===== src/hdl/hhc_pkg.sv =====
// ----------------------------------------------------------------------------
// hhc_pkg
// Shared types, codes and widths for the heat-then-hold cycle controller.
// ----------------------------------------------------------------------------
`default_nettype none

package hhc_pkg;

	localparam int KIND_W   = 3;
	localparam int TEMP_W   = 12;
	localparam int TGT_W    = 11;
	localparam int MARGIN_W = 10;
	localparam int SEC_W    = 20;
	localparam int PHASE_W  = 3;
	localparam int FAULT_W  = 2;
	localparam int CFG_IDX_W = 2;
	localparam int CFG_DAT_W = 20;
	// temperature compares run at this width so target plus margin never wraps
	localparam int CMP_W    = 14;
	localparam int HYST_TENTHS = 10;

	// input kinds
	localparam logic [KIND_W-1:0] KIND_TICK   = 3'd0;
	localparam logic [KIND_W-1:0] KIND_START  = 3'd1;
	localparam logic [KIND_W-1:0] KIND_STOP   = 3'd2;
	localparam logic [KIND_W-1:0] KIND_ESTOP  = 3'd3;
	localparam logic [KIND_W-1:0] KIND_ERRRST = 3'd4;

	// phases
	localparam logic [PHASE_W-1:0] PH_IDLE = 3'd0;
	localparam logic [PHASE_W-1:0] PH_HEAT = 3'd1;
	localparam logic [PHASE_W-1:0] PH_HOLD = 3'd2;
	localparam logic [PHASE_W-1:0] PH_DONE = 3'd3;
	localparam logic [PHASE_W-1:0] PH_ERR  = 3'd4;

	// fault causes
	localparam logic [FAULT_W-1:0] FAULT_NONE   = 2'd0;
	localparam logic [FAULT_W-1:0] FAULT_ABS    = 2'd1;
	localparam logic [FAULT_W-1:0] FAULT_MARGIN = 2'd2;
	localparam logic [FAULT_W-1:0] FAULT_ESTOP  = 2'd3;

	// register indexes
	localparam logic [CFG_IDX_W-1:0] REG_TARGET = 2'd0;
	localparam logic [CFG_IDX_W-1:0] REG_HOLD   = 2'd1;
	localparam logic [CFG_IDX_W-1:0] REG_LIMIT  = 2'd2;
	localparam logic [CFG_IDX_W-1:0] REG_MARGIN = 2'd3;

	localparam logic [TGT_W-1:0]    LIMIT_RESET  = 11'd1500;
	localparam logic [MARGIN_W-1:0] MARGIN_RESET = 10'd50;
	localparam logic [SEC_W-1:0]    SEC_MAX      = {SEC_W{1'b1}};

	typedef struct packed {
		logic [TGT_W-1:0]    target;
		logic [SEC_W-1:0]    hold;
		logic [TGT_W-1:0]    limit;
		logic [MARGIN_W-1:0] margin;
	} cfg_t;

	typedef struct packed {
		logic [PHASE_W-1:0] phase;
		logic               heater;
		logic [SEC_W-1:0]   elapsed;
		logic [FAULT_W-1:0] fault;
	} state_t;

endpackage

`default_nettype wire


===== src/hdl/hhc_cfg.sv =====
// ----------------------------------------------------------------------------
// hhc_cfg
// Configuration register file: target, hold time, absolute limit and margin.
// ----------------------------------------------------------------------------
`default_nettype none

module hhc_cfg (
	input  wire logic                           clk,
	input  wire logic                           arst_n,
	input  wire logic                           we,
	input  wire logic [hhc_pkg::CFG_IDX_W-1:0]  idx,
	input  wire logic [hhc_pkg::CFG_DAT_W-1:0]  wdata,
	output hhc_pkg::cfg_t                       cfg
);
	import hhc_pkg::*;

	cfg_t cfg_q;

	always_ff @(posedge clk or negedge arst_n) begin
		if (!arst_n) begin
			cfg_q.target <= '0;
			cfg_q.hold   <= '0;
			cfg_q.limit  <= LIMIT_RESET;
			cfg_q.margin <= MARGIN_RESET;
		end else if (we) begin
			case (idx)
				REG_TARGET: cfg_q.target <= wdata[TGT_W-1:0];
				REG_HOLD:   cfg_q.hold   <= wdata[SEC_W-1:0];
				REG_LIMIT:  cfg_q.limit  <= wdata[TGT_W-1:0];
				REG_MARGIN: cfg_q.margin <= wdata[MARGIN_W-1:0];
				default: ;
			endcase
		end
	end

	assign cfg = cfg_q;

endmodule

`default_nettype wire


===== src/hdl/hhc_step.sv =====
// ----------------------------------------------------------------------------
// hhc_step
// Next-state logic for one word: phase transitions, overheat trips, hold
// hysteresis and the elapsed-seconds counter, plus the remaining-time value.
// ----------------------------------------------------------------------------
`default_nettype none

module hhc_step (
	input  wire hhc_pkg::state_t                   cur,
	input  wire hhc_pkg::cfg_t                     cfg,
	input  wire logic [hhc_pkg::KIND_W-1:0]        kind,
	input  wire logic signed [hhc_pkg::TEMP_W-1:0] sample,
	output hhc_pkg::state_t                        nxt,
	output logic [hhc_pkg::SEC_W-1:0]              remaining
);
	import hhc_pkg::*;

	logic signed [CMP_W-1:0] t_x;
	logic signed [CMP_W-1:0] tgt_x;
	logic signed [CMP_W-1:0] lim_x;
	logic signed [CMP_W-1:0] trip_x;
	logic signed [CMP_W-1:0] lo_x;
	logic signed [CMP_W-1:0] hi_x;
	logic [SEC_W-1:0]        elapsed_new;
	logic                    entered;

	assign t_x    = CMP_W'(sample);
	assign tgt_x  = $signed({{(CMP_W-TGT_W){1'b0}}, cfg.target});
	assign lim_x  = $signed({{(CMP_W-TGT_W){1'b0}}, cfg.limit});
	assign trip_x = tgt_x + $signed({{(CMP_W-MARGIN_W){1'b0}}, cfg.margin});
	assign lo_x   = tgt_x - CMP_W'(HYST_TENTHS);
	assign hi_x   = tgt_x + CMP_W'(HYST_TENTHS);

	always_comb begin
		nxt         = cur;
		entered     = 1'b0;
		elapsed_new = cur.elapsed;
		case (kind)
			KIND_TICK: begin
				if (cur.phase != PH_ERR) begin
					if (t_x >= lim_x) begin
						nxt.phase  = PH_ERR;
						nxt.heater = 1'b0;
						nxt.fault  = FAULT_ABS;
					end else if (t_x >= trip_x) begin
						nxt.phase  = PH_ERR;
						nxt.heater = 1'b0;
						nxt.fault  = FAULT_MARGIN;
					end else begin
						if (cur.phase == PH_HEAT && t_x >= tgt_x) begin
							nxt.phase  = PH_HOLD;
							nxt.heater = 1'b0;
							entered    = 1'b1;
							elapsed_new = '0;
						end
						if (nxt.phase == PH_HOLD) begin
							// no count on the tick that enters hold
							if (!entered && cur.elapsed != SEC_MAX)
								elapsed_new = cur.elapsed + 1'b1;
							nxt.elapsed = elapsed_new;
							if (t_x <= lo_x)
								nxt.heater = 1'b1;
							else if (t_x >= hi_x)
								nxt.heater = 1'b0;
							if (elapsed_new >= cfg.hold)
								nxt.phase = PH_DONE;
						end
					end
				end
			end
			KIND_START: begin
				if (cur.phase == PH_IDLE) begin
					nxt.phase  = PH_HEAT;
					nxt.heater = 1'b1;
				end
			end
			KIND_STOP: begin
				nxt.phase  = PH_IDLE;
				nxt.heater = 1'b0;
				nxt.fault  = FAULT_NONE;
			end
			KIND_ESTOP: begin
				nxt.phase  = PH_ERR;
				nxt.heater = 1'b0;
				nxt.fault  = FAULT_ESTOP;
			end
			KIND_ERRRST: begin
				if (cur.phase == PH_ERR) begin
					nxt.phase  = PH_IDLE;
					nxt.heater = 1'b0;
					nxt.fault  = FAULT_NONE;
				end
			end
			default: ;
		endcase
	end

	always_comb begin
		case (nxt.phase)
			PH_IDLE, PH_HEAT: remaining = cfg.hold;
			PH_HOLD:
				remaining = (cfg.hold > nxt.elapsed) ? cfg.hold - nxt.elapsed : '0;
			default: remaining = '0;
		endcase
	end

endmodule

`default_nettype wire


===== src/hdl/heat_hold_cycle_controller_unit.sv =====
// ----------------------------------------------------------------------------
// heat_hold_cycle_controller_unit
// Heat-then-hold cycle controller with overheat trips and timed hold.
// ----------------------------------------------------------------------------
// Takes one word per clock unless back-pressure on m_tready stalls it: a
// one-second tick or a command in s_tuser and a temperature sample in tenths
// of a degree in s_tdata. Each word gives one result word with the phase,
// heater drive, hold seconds remaining and fault cause as they stand after
// that word. A word is held in the input register, and its result is taken
// into the output register as the controller state updates. The output
// register lets a new word be taken while a result still waits on m_tready.
// Configuration is written through cfg_we/cfg_index/cfg_data; the user must
// write it only while idle, as the block itself does not enforce this.
`default_nettype none

module heat_hold_cycle_controller_unit (
	input  wire logic        clk,
	input  wire logic        arst_n,
	input  wire logic        cfg_we,
	input  wire logic [1:0]  cfg_index,
	input  wire logic [19:0] cfg_data,
	input  wire logic        s_tvalid,
	output logic             s_tready,
	input  wire logic [15:0] s_tdata,   // [11:0] sample_tenths, [15:12] zero
	input  wire logic [2:0]  s_tuser,   // [2:0] kind
	output logic             m_tvalid,
	input  wire logic        m_tready,
	output logic [31:0]      m_tdata    // [2:0] phase, [3] heater_on,
	                                    // [23:4] remaining_seconds,
	                                    // [25:24] fault_cause, [31:26] zero
);
	import hhc_pkg::*;

	cfg_t cfg;
	state_t state_q;
	state_t state_nxt;
	logic [SEC_W-1:0] remaining;

	logic                     item_valid_s1;
	logic [KIND_W-1:0]        kind_s1;
	logic signed [TEMP_W-1:0] sample_s1;

	logic                     res_valid_s2;
	logic [PHASE_W-1:0]       phase_s2;
	logic                     heater_s2;
	logic [SEC_W-1:0]         remaining_s2;
	logic [FAULT_W-1:0]       fault_s2;

	logic out_free;
	logic adv;

	hhc_cfg u_cfg (
		.clk    (clk),
		.arst_n (arst_n),
		.we     (cfg_we),
		.idx    (cfg_index),
		.wdata  (cfg_data),
		.cfg    (cfg)
	);

	hhc_step u_step (
		.cur       (state_q),
		.cfg       (cfg),
		.kind      (kind_s1),
		.sample    (sample_s1),
		.nxt       (state_nxt),
		.remaining (remaining)
	);

	assign out_free = !res_valid_s2 || m_tready;
	assign adv      = item_valid_s1 && out_free;
	assign s_tready = !item_valid_s1 || adv;

	always_ff @(posedge clk or negedge arst_n) begin
		if (!arst_n) begin
			item_valid_s1 <= 1'b0;
		end else if (s_tready) begin
			item_valid_s1 <= s_tvalid;
		end
	end

	always_ff @(posedge clk) begin
		if (s_tready && s_tvalid) begin
			kind_s1   <= s_tuser;
			sample_s1 <= s_tdata[TEMP_W-1:0];
		end
	end

	// controller state moves only when its word leaves the input register
	always_ff @(posedge clk or negedge arst_n) begin
		if (!arst_n) begin
			state_q.phase   <= PH_IDLE;
			state_q.heater  <= 1'b0;
			state_q.elapsed <= '0;
			state_q.fault   <= FAULT_NONE;
		end else if (adv) begin
			state_q <= state_nxt;
		end
	end

	always_ff @(posedge clk or negedge arst_n) begin
		if (!arst_n) begin
			res_valid_s2 <= 1'b0;
		end else if (out_free) begin
			res_valid_s2 <= item_valid_s1;
		end
	end

	always_ff @(posedge clk) begin
		if (adv) begin
			phase_s2     <= state_nxt.phase;
			heater_s2    <= state_nxt.heater;
			remaining_s2 <= remaining;
			fault_s2     <= state_nxt.fault;
		end
	end

	assign m_tvalid = res_valid_s2;
	assign m_tdata  = {6'd0, fault_s2, remaining_s2, heater_s2, phase_s2};

endmodule

`default_nettype wire

===== config.mk =====
export PLATFORM = sky130hd
export DESIGN_NAME = heat_hold_cycle_controller_unit
export DESIGN_NICKNAME = d
export VERILOG_FILES = /design/src/hdl/hhc_pkg.sv /design/src/hdl/hhc_cfg.sv /design/src/hdl/hhc_step.sv /design/src/hdl/heat_hold_cycle_controller_unit.sv
export SDC_FILE = /design/constraint.sdc
export NUM_CORES = 1
export LEC_CHECK = 0
export BUFFER_PORTS_ARGS = -buffer_cell sky130_fd_sc_hd__buf_2
export CAP_MARGIN = 20
export CORE_UTILIZATION = 40
export DETAILED_ROUTE_END_ITERATION = 10
export GPL_ROUTABILITY_DRIVEN = 0
export PLACE_DENSITY_LB_ADDON = 0.2
export REMOVE_ABC_BUFFERS = 1
export SLEW_MARGIN = 20
export SYNTH_ARGS = -nofsm -noshare
export SYNTH_HDL_FRONTEND = slang
export SYNTH_SLANG_ARGS = --single-unit
export TNS_END_PERCENT = 5

===== constraint.sdc =====
create_clock -name clk -period 11.37 [get_ports clk]
set_clock_uncertainty 0.15 [all_clocks]
set_input_delay 1.137 -clock clk [delete_from_list [all_inputs] [get_ports clk]]
set_output_delay 1.137 -clock clk [all_outputs]
set_load 0.02 [all_outputs]

==> results.json <==
{
  "crit_fanout": 9,
  "cts_tree": "done",
  "grt-ovfl-total": 0,
  "yosysMostFrequentCell": "ha_1",
  "cts_root_buf": "clkbuf_16",
  "clk_latency_ps": 420,
  "m1WireLength_um": 11540,
  "netlist.area_leader.share_pct": 18.98,
  "drt_iter0_drc": 405,
  "total_power_mw": 1.847,
  "finalMaxSlewViolations": 0,
  "synth_edf_count": 41,
  "num_vias": 7237,
  "ff2ff_setup_slack_ps": 2910,
  "syn_inst": 948,
  "setup_violations": 0,
  "yosys.area.top_type": "dfrtp_1",
  "wirelength_um": 22970,
  "antenna_found_initial": 2,
  "die_h_um": 153.9,
  "stdcell_area_sq_um": 10480,
  "finalNonFillerCells": 1315,
  "wl_met2_um": 10150,
  "core_sq_um": 22640,
  "ys_seq_area_share_pct": 35.17,
  "synth_common_cells": "ha_1, nand2_1, dfrtp_1",
  "fin_nets": 1174,
  "met3WireLength_um": 990,
  "first_pass_iters": 4,
  "dpl_cell_area_sq_um": 9847,
  "syn_to_final_growth_pct": 13.54,
  "dieArea_sq_um": 23680,
  "io_pins": 80,
  "crit_path_end_kind": "register",
  "grt_max_degree": 58,
  "h-tree-depth": 4,
  "finish.utilization_pct": 46.28,
  "viasPerCell": 5.503,
  "status": "complete, no violations",
  "yosysWarnings": 0,
  "leakagePower_nw": 4.728,
  "clock_path_buffers": 2,
  "async_flop_share_pct": 66.12,
  "synth.area.top_cells": "dfrtp_1, ha_1, edfxtp_1",
  "track_usage_pct": 20.34,
  "postRouteAntennaNets": 0,
  "post-cts-setup-buffers": 0,
  "period_needed_ps": 8460,
  "required_ps": 11370,
  "post-route-period-util_pct": 74.41,
  "dr.max_layer_used": "met5",
  "dp_cells": 1282,
  "yosysUniqueCellTypes": 78,
  "grt_pass1_vias": 6947,
  "ys.flop_type": "dfrtp_1",
  "power.density_nw_per_um2": 176.2,
  "relSlewSlack_pct": 39.01,
  "finalSetupTns_ps": 0,
  "ctsResizeCount": 0,
  "fmax_mhz": 118.2,
  "layout-drive-gt1-share_pct": 20.12,
  "cts_made_buffers": 17,
  "min_path_type": "reg2reg",
  "grt_first_pass_wirelength_um": 37380,
  "cp-start-kind": "register",
  "tightestPinTransition_ps": 906.6,
  "io_buffers": 69,
  "criticalPathCategory": "reg2reg",
  "max-vdd-ir-drop_mv": 0.08472,
  "max_cap_violations": 0,
  "cts.sinks": 121,
  "finalHoldViolCount": 0,
  "clkTransAtPathRegs_ps": 60,
  "holdBufCountCts": 0,
  "initial_core_util_pct": 40.76,
  "wire_per_inst_um": 17.47,
  "arrival_ps": 8460,
  "syn_avg_cell_area_sq_um": 9.735,
  "dpl.hpwl_um": 17630,
  "rows": 55,
  "drcViolationCount": 0,
  "ys_seq_elements": 121,
  "rsz0062_at_grt": "no",
  "netlist_area_sq_um": 9229,
  "die_w_um": 153.9
}
## routing by layer
layer  global-route usage [%]  vias to the layer above
met4                    5.238                        2
met5                        0                        -
met2                    31.65                      159
met3                    3.720                       24
li1                         -                     3621
met1                    28.92                     3431
## kinds of logic (layout without fill, tap and decap cells)
group / after synthesis / count (layout) / share of synthesized area (%)
DFF: 121 / 121 / 35.17
and+or+nand+nor: 275 / 275 / 15.51
other: 1 / 7 / 0.04063
muxes: 75 / 75 / 8.975
xor gates and xnor gates: 54 / 54 / 5.125
AOI/OAI and AO/OA: 218 / 218 / 15.62
buffers and inverters: 92 / 168 / 4.216
adders and majority gates: 112 / 112 / 15.35
## power by group
part / leakage, nW / total (mW) / switching, mW / internal (mW)
combinational: 3.04 / 0.669 / 0.384 / 0.285
clock: 0.303 / 0.574 / 0.207 / 0.367
sequential: 1.38 / 0.603 / 0.0683 / 0.535
total: 4.73 / 1.85 / 0.660 / 1.19
## metrics by stage
step	setup WS, ps	hold slack (ps)
after floorplan	4717	299.0
after global placement	2991	329.6
after detailed placement	2965	348.2
after CTS	2848	360.7
after global routing	2451	381.2
final	2910	357.9
## final cells by class
cell class / count / area, sq um
clock inverters: 15 / 202.7
fillers: 2196 / 12160
inverters: 60 / 225.2
diodes: 1 / 2.502
repair buffers: 76 / 400.4
flip-flops and latches: 121 / 3246
clock buffers: 17 / 425.4
multi-input cells: 740 / 5620
well taps: 285 / 356.6
## worst paths after layout
| check | from | to | cells after the start |
|---|---|---|---|
| worst min register to register | u_cfg.cfg[19] | u_cfg.cfg[19] | 1 |
| worst min-delay path | u_cfg.cfg[19] | u_cfg.cfg[19] | 1 |
| max in group asynchronous | arst_n | u_cfg.cfg[47] | 2 |
| worst max register to register | u_cfg.cfg[41] | remaining_s2[1] | 27 |
| worst max-delay path | u_cfg.cfg[41] | remaining_s2[1] | 27 |
| min in group asynchronous | arst_n | u_cfg.cfg[38] | 1 |
## sequential cells by signal (all words and copies together) (netlist names)
name / count
m_tvalid: 1
item_valid_s1: 1
sample_s1: 12
kind_s1: 3
heater_s2: 1
fault_s2: 2
phase_s2: 3
u_cfg.cfg: 52
remaining_s2: 20
state_q: 26
## critical path, cell delays in order, from the launching register on
cell	delay [ps]
dfrtp_1	420
ha_1	220
fa_1	400
a21o_1	180
a21oi_1	220
o21bai_1	100
a21oi_1	250
o21bai_1	90
a21oi_1	350
nor4bb_1	100
a311oi_1	230
ha_1	290
and2_1	170
a41oi_1	200
o21ai_0	120
o31ai_1	690
and2_1	340
nand3_1	370
nor2_1	420
a22oi_1	200
ha_1	430
nand4_1	250
nor4_1	810
a21oi_1	250
nand4_1	160
nand3_1	160
and4b_1	340
a22o_1	260
## placed cells by master (no fill, tap or decap), types with 10 or more instances in the layout
master and n:
a21oi_1 59, nand4_1 20, nand2_1 80, o21ai_0 52
dfstp_2 10, nor2_1 60, buf_2 68, a21o_1 19
mux2_2 62, xor2_1 25, nor3_1 17, o21ai_2 11
xnor2_1 29, nand3_1 27, nor2b_1 10, inv_1 58
dfrtp_1 70, clkbuf_16 17, ha_1 110, mux2i_1 13
a22o_1 10, edfxtp_1 41
(Power assumes the default switching activity.)
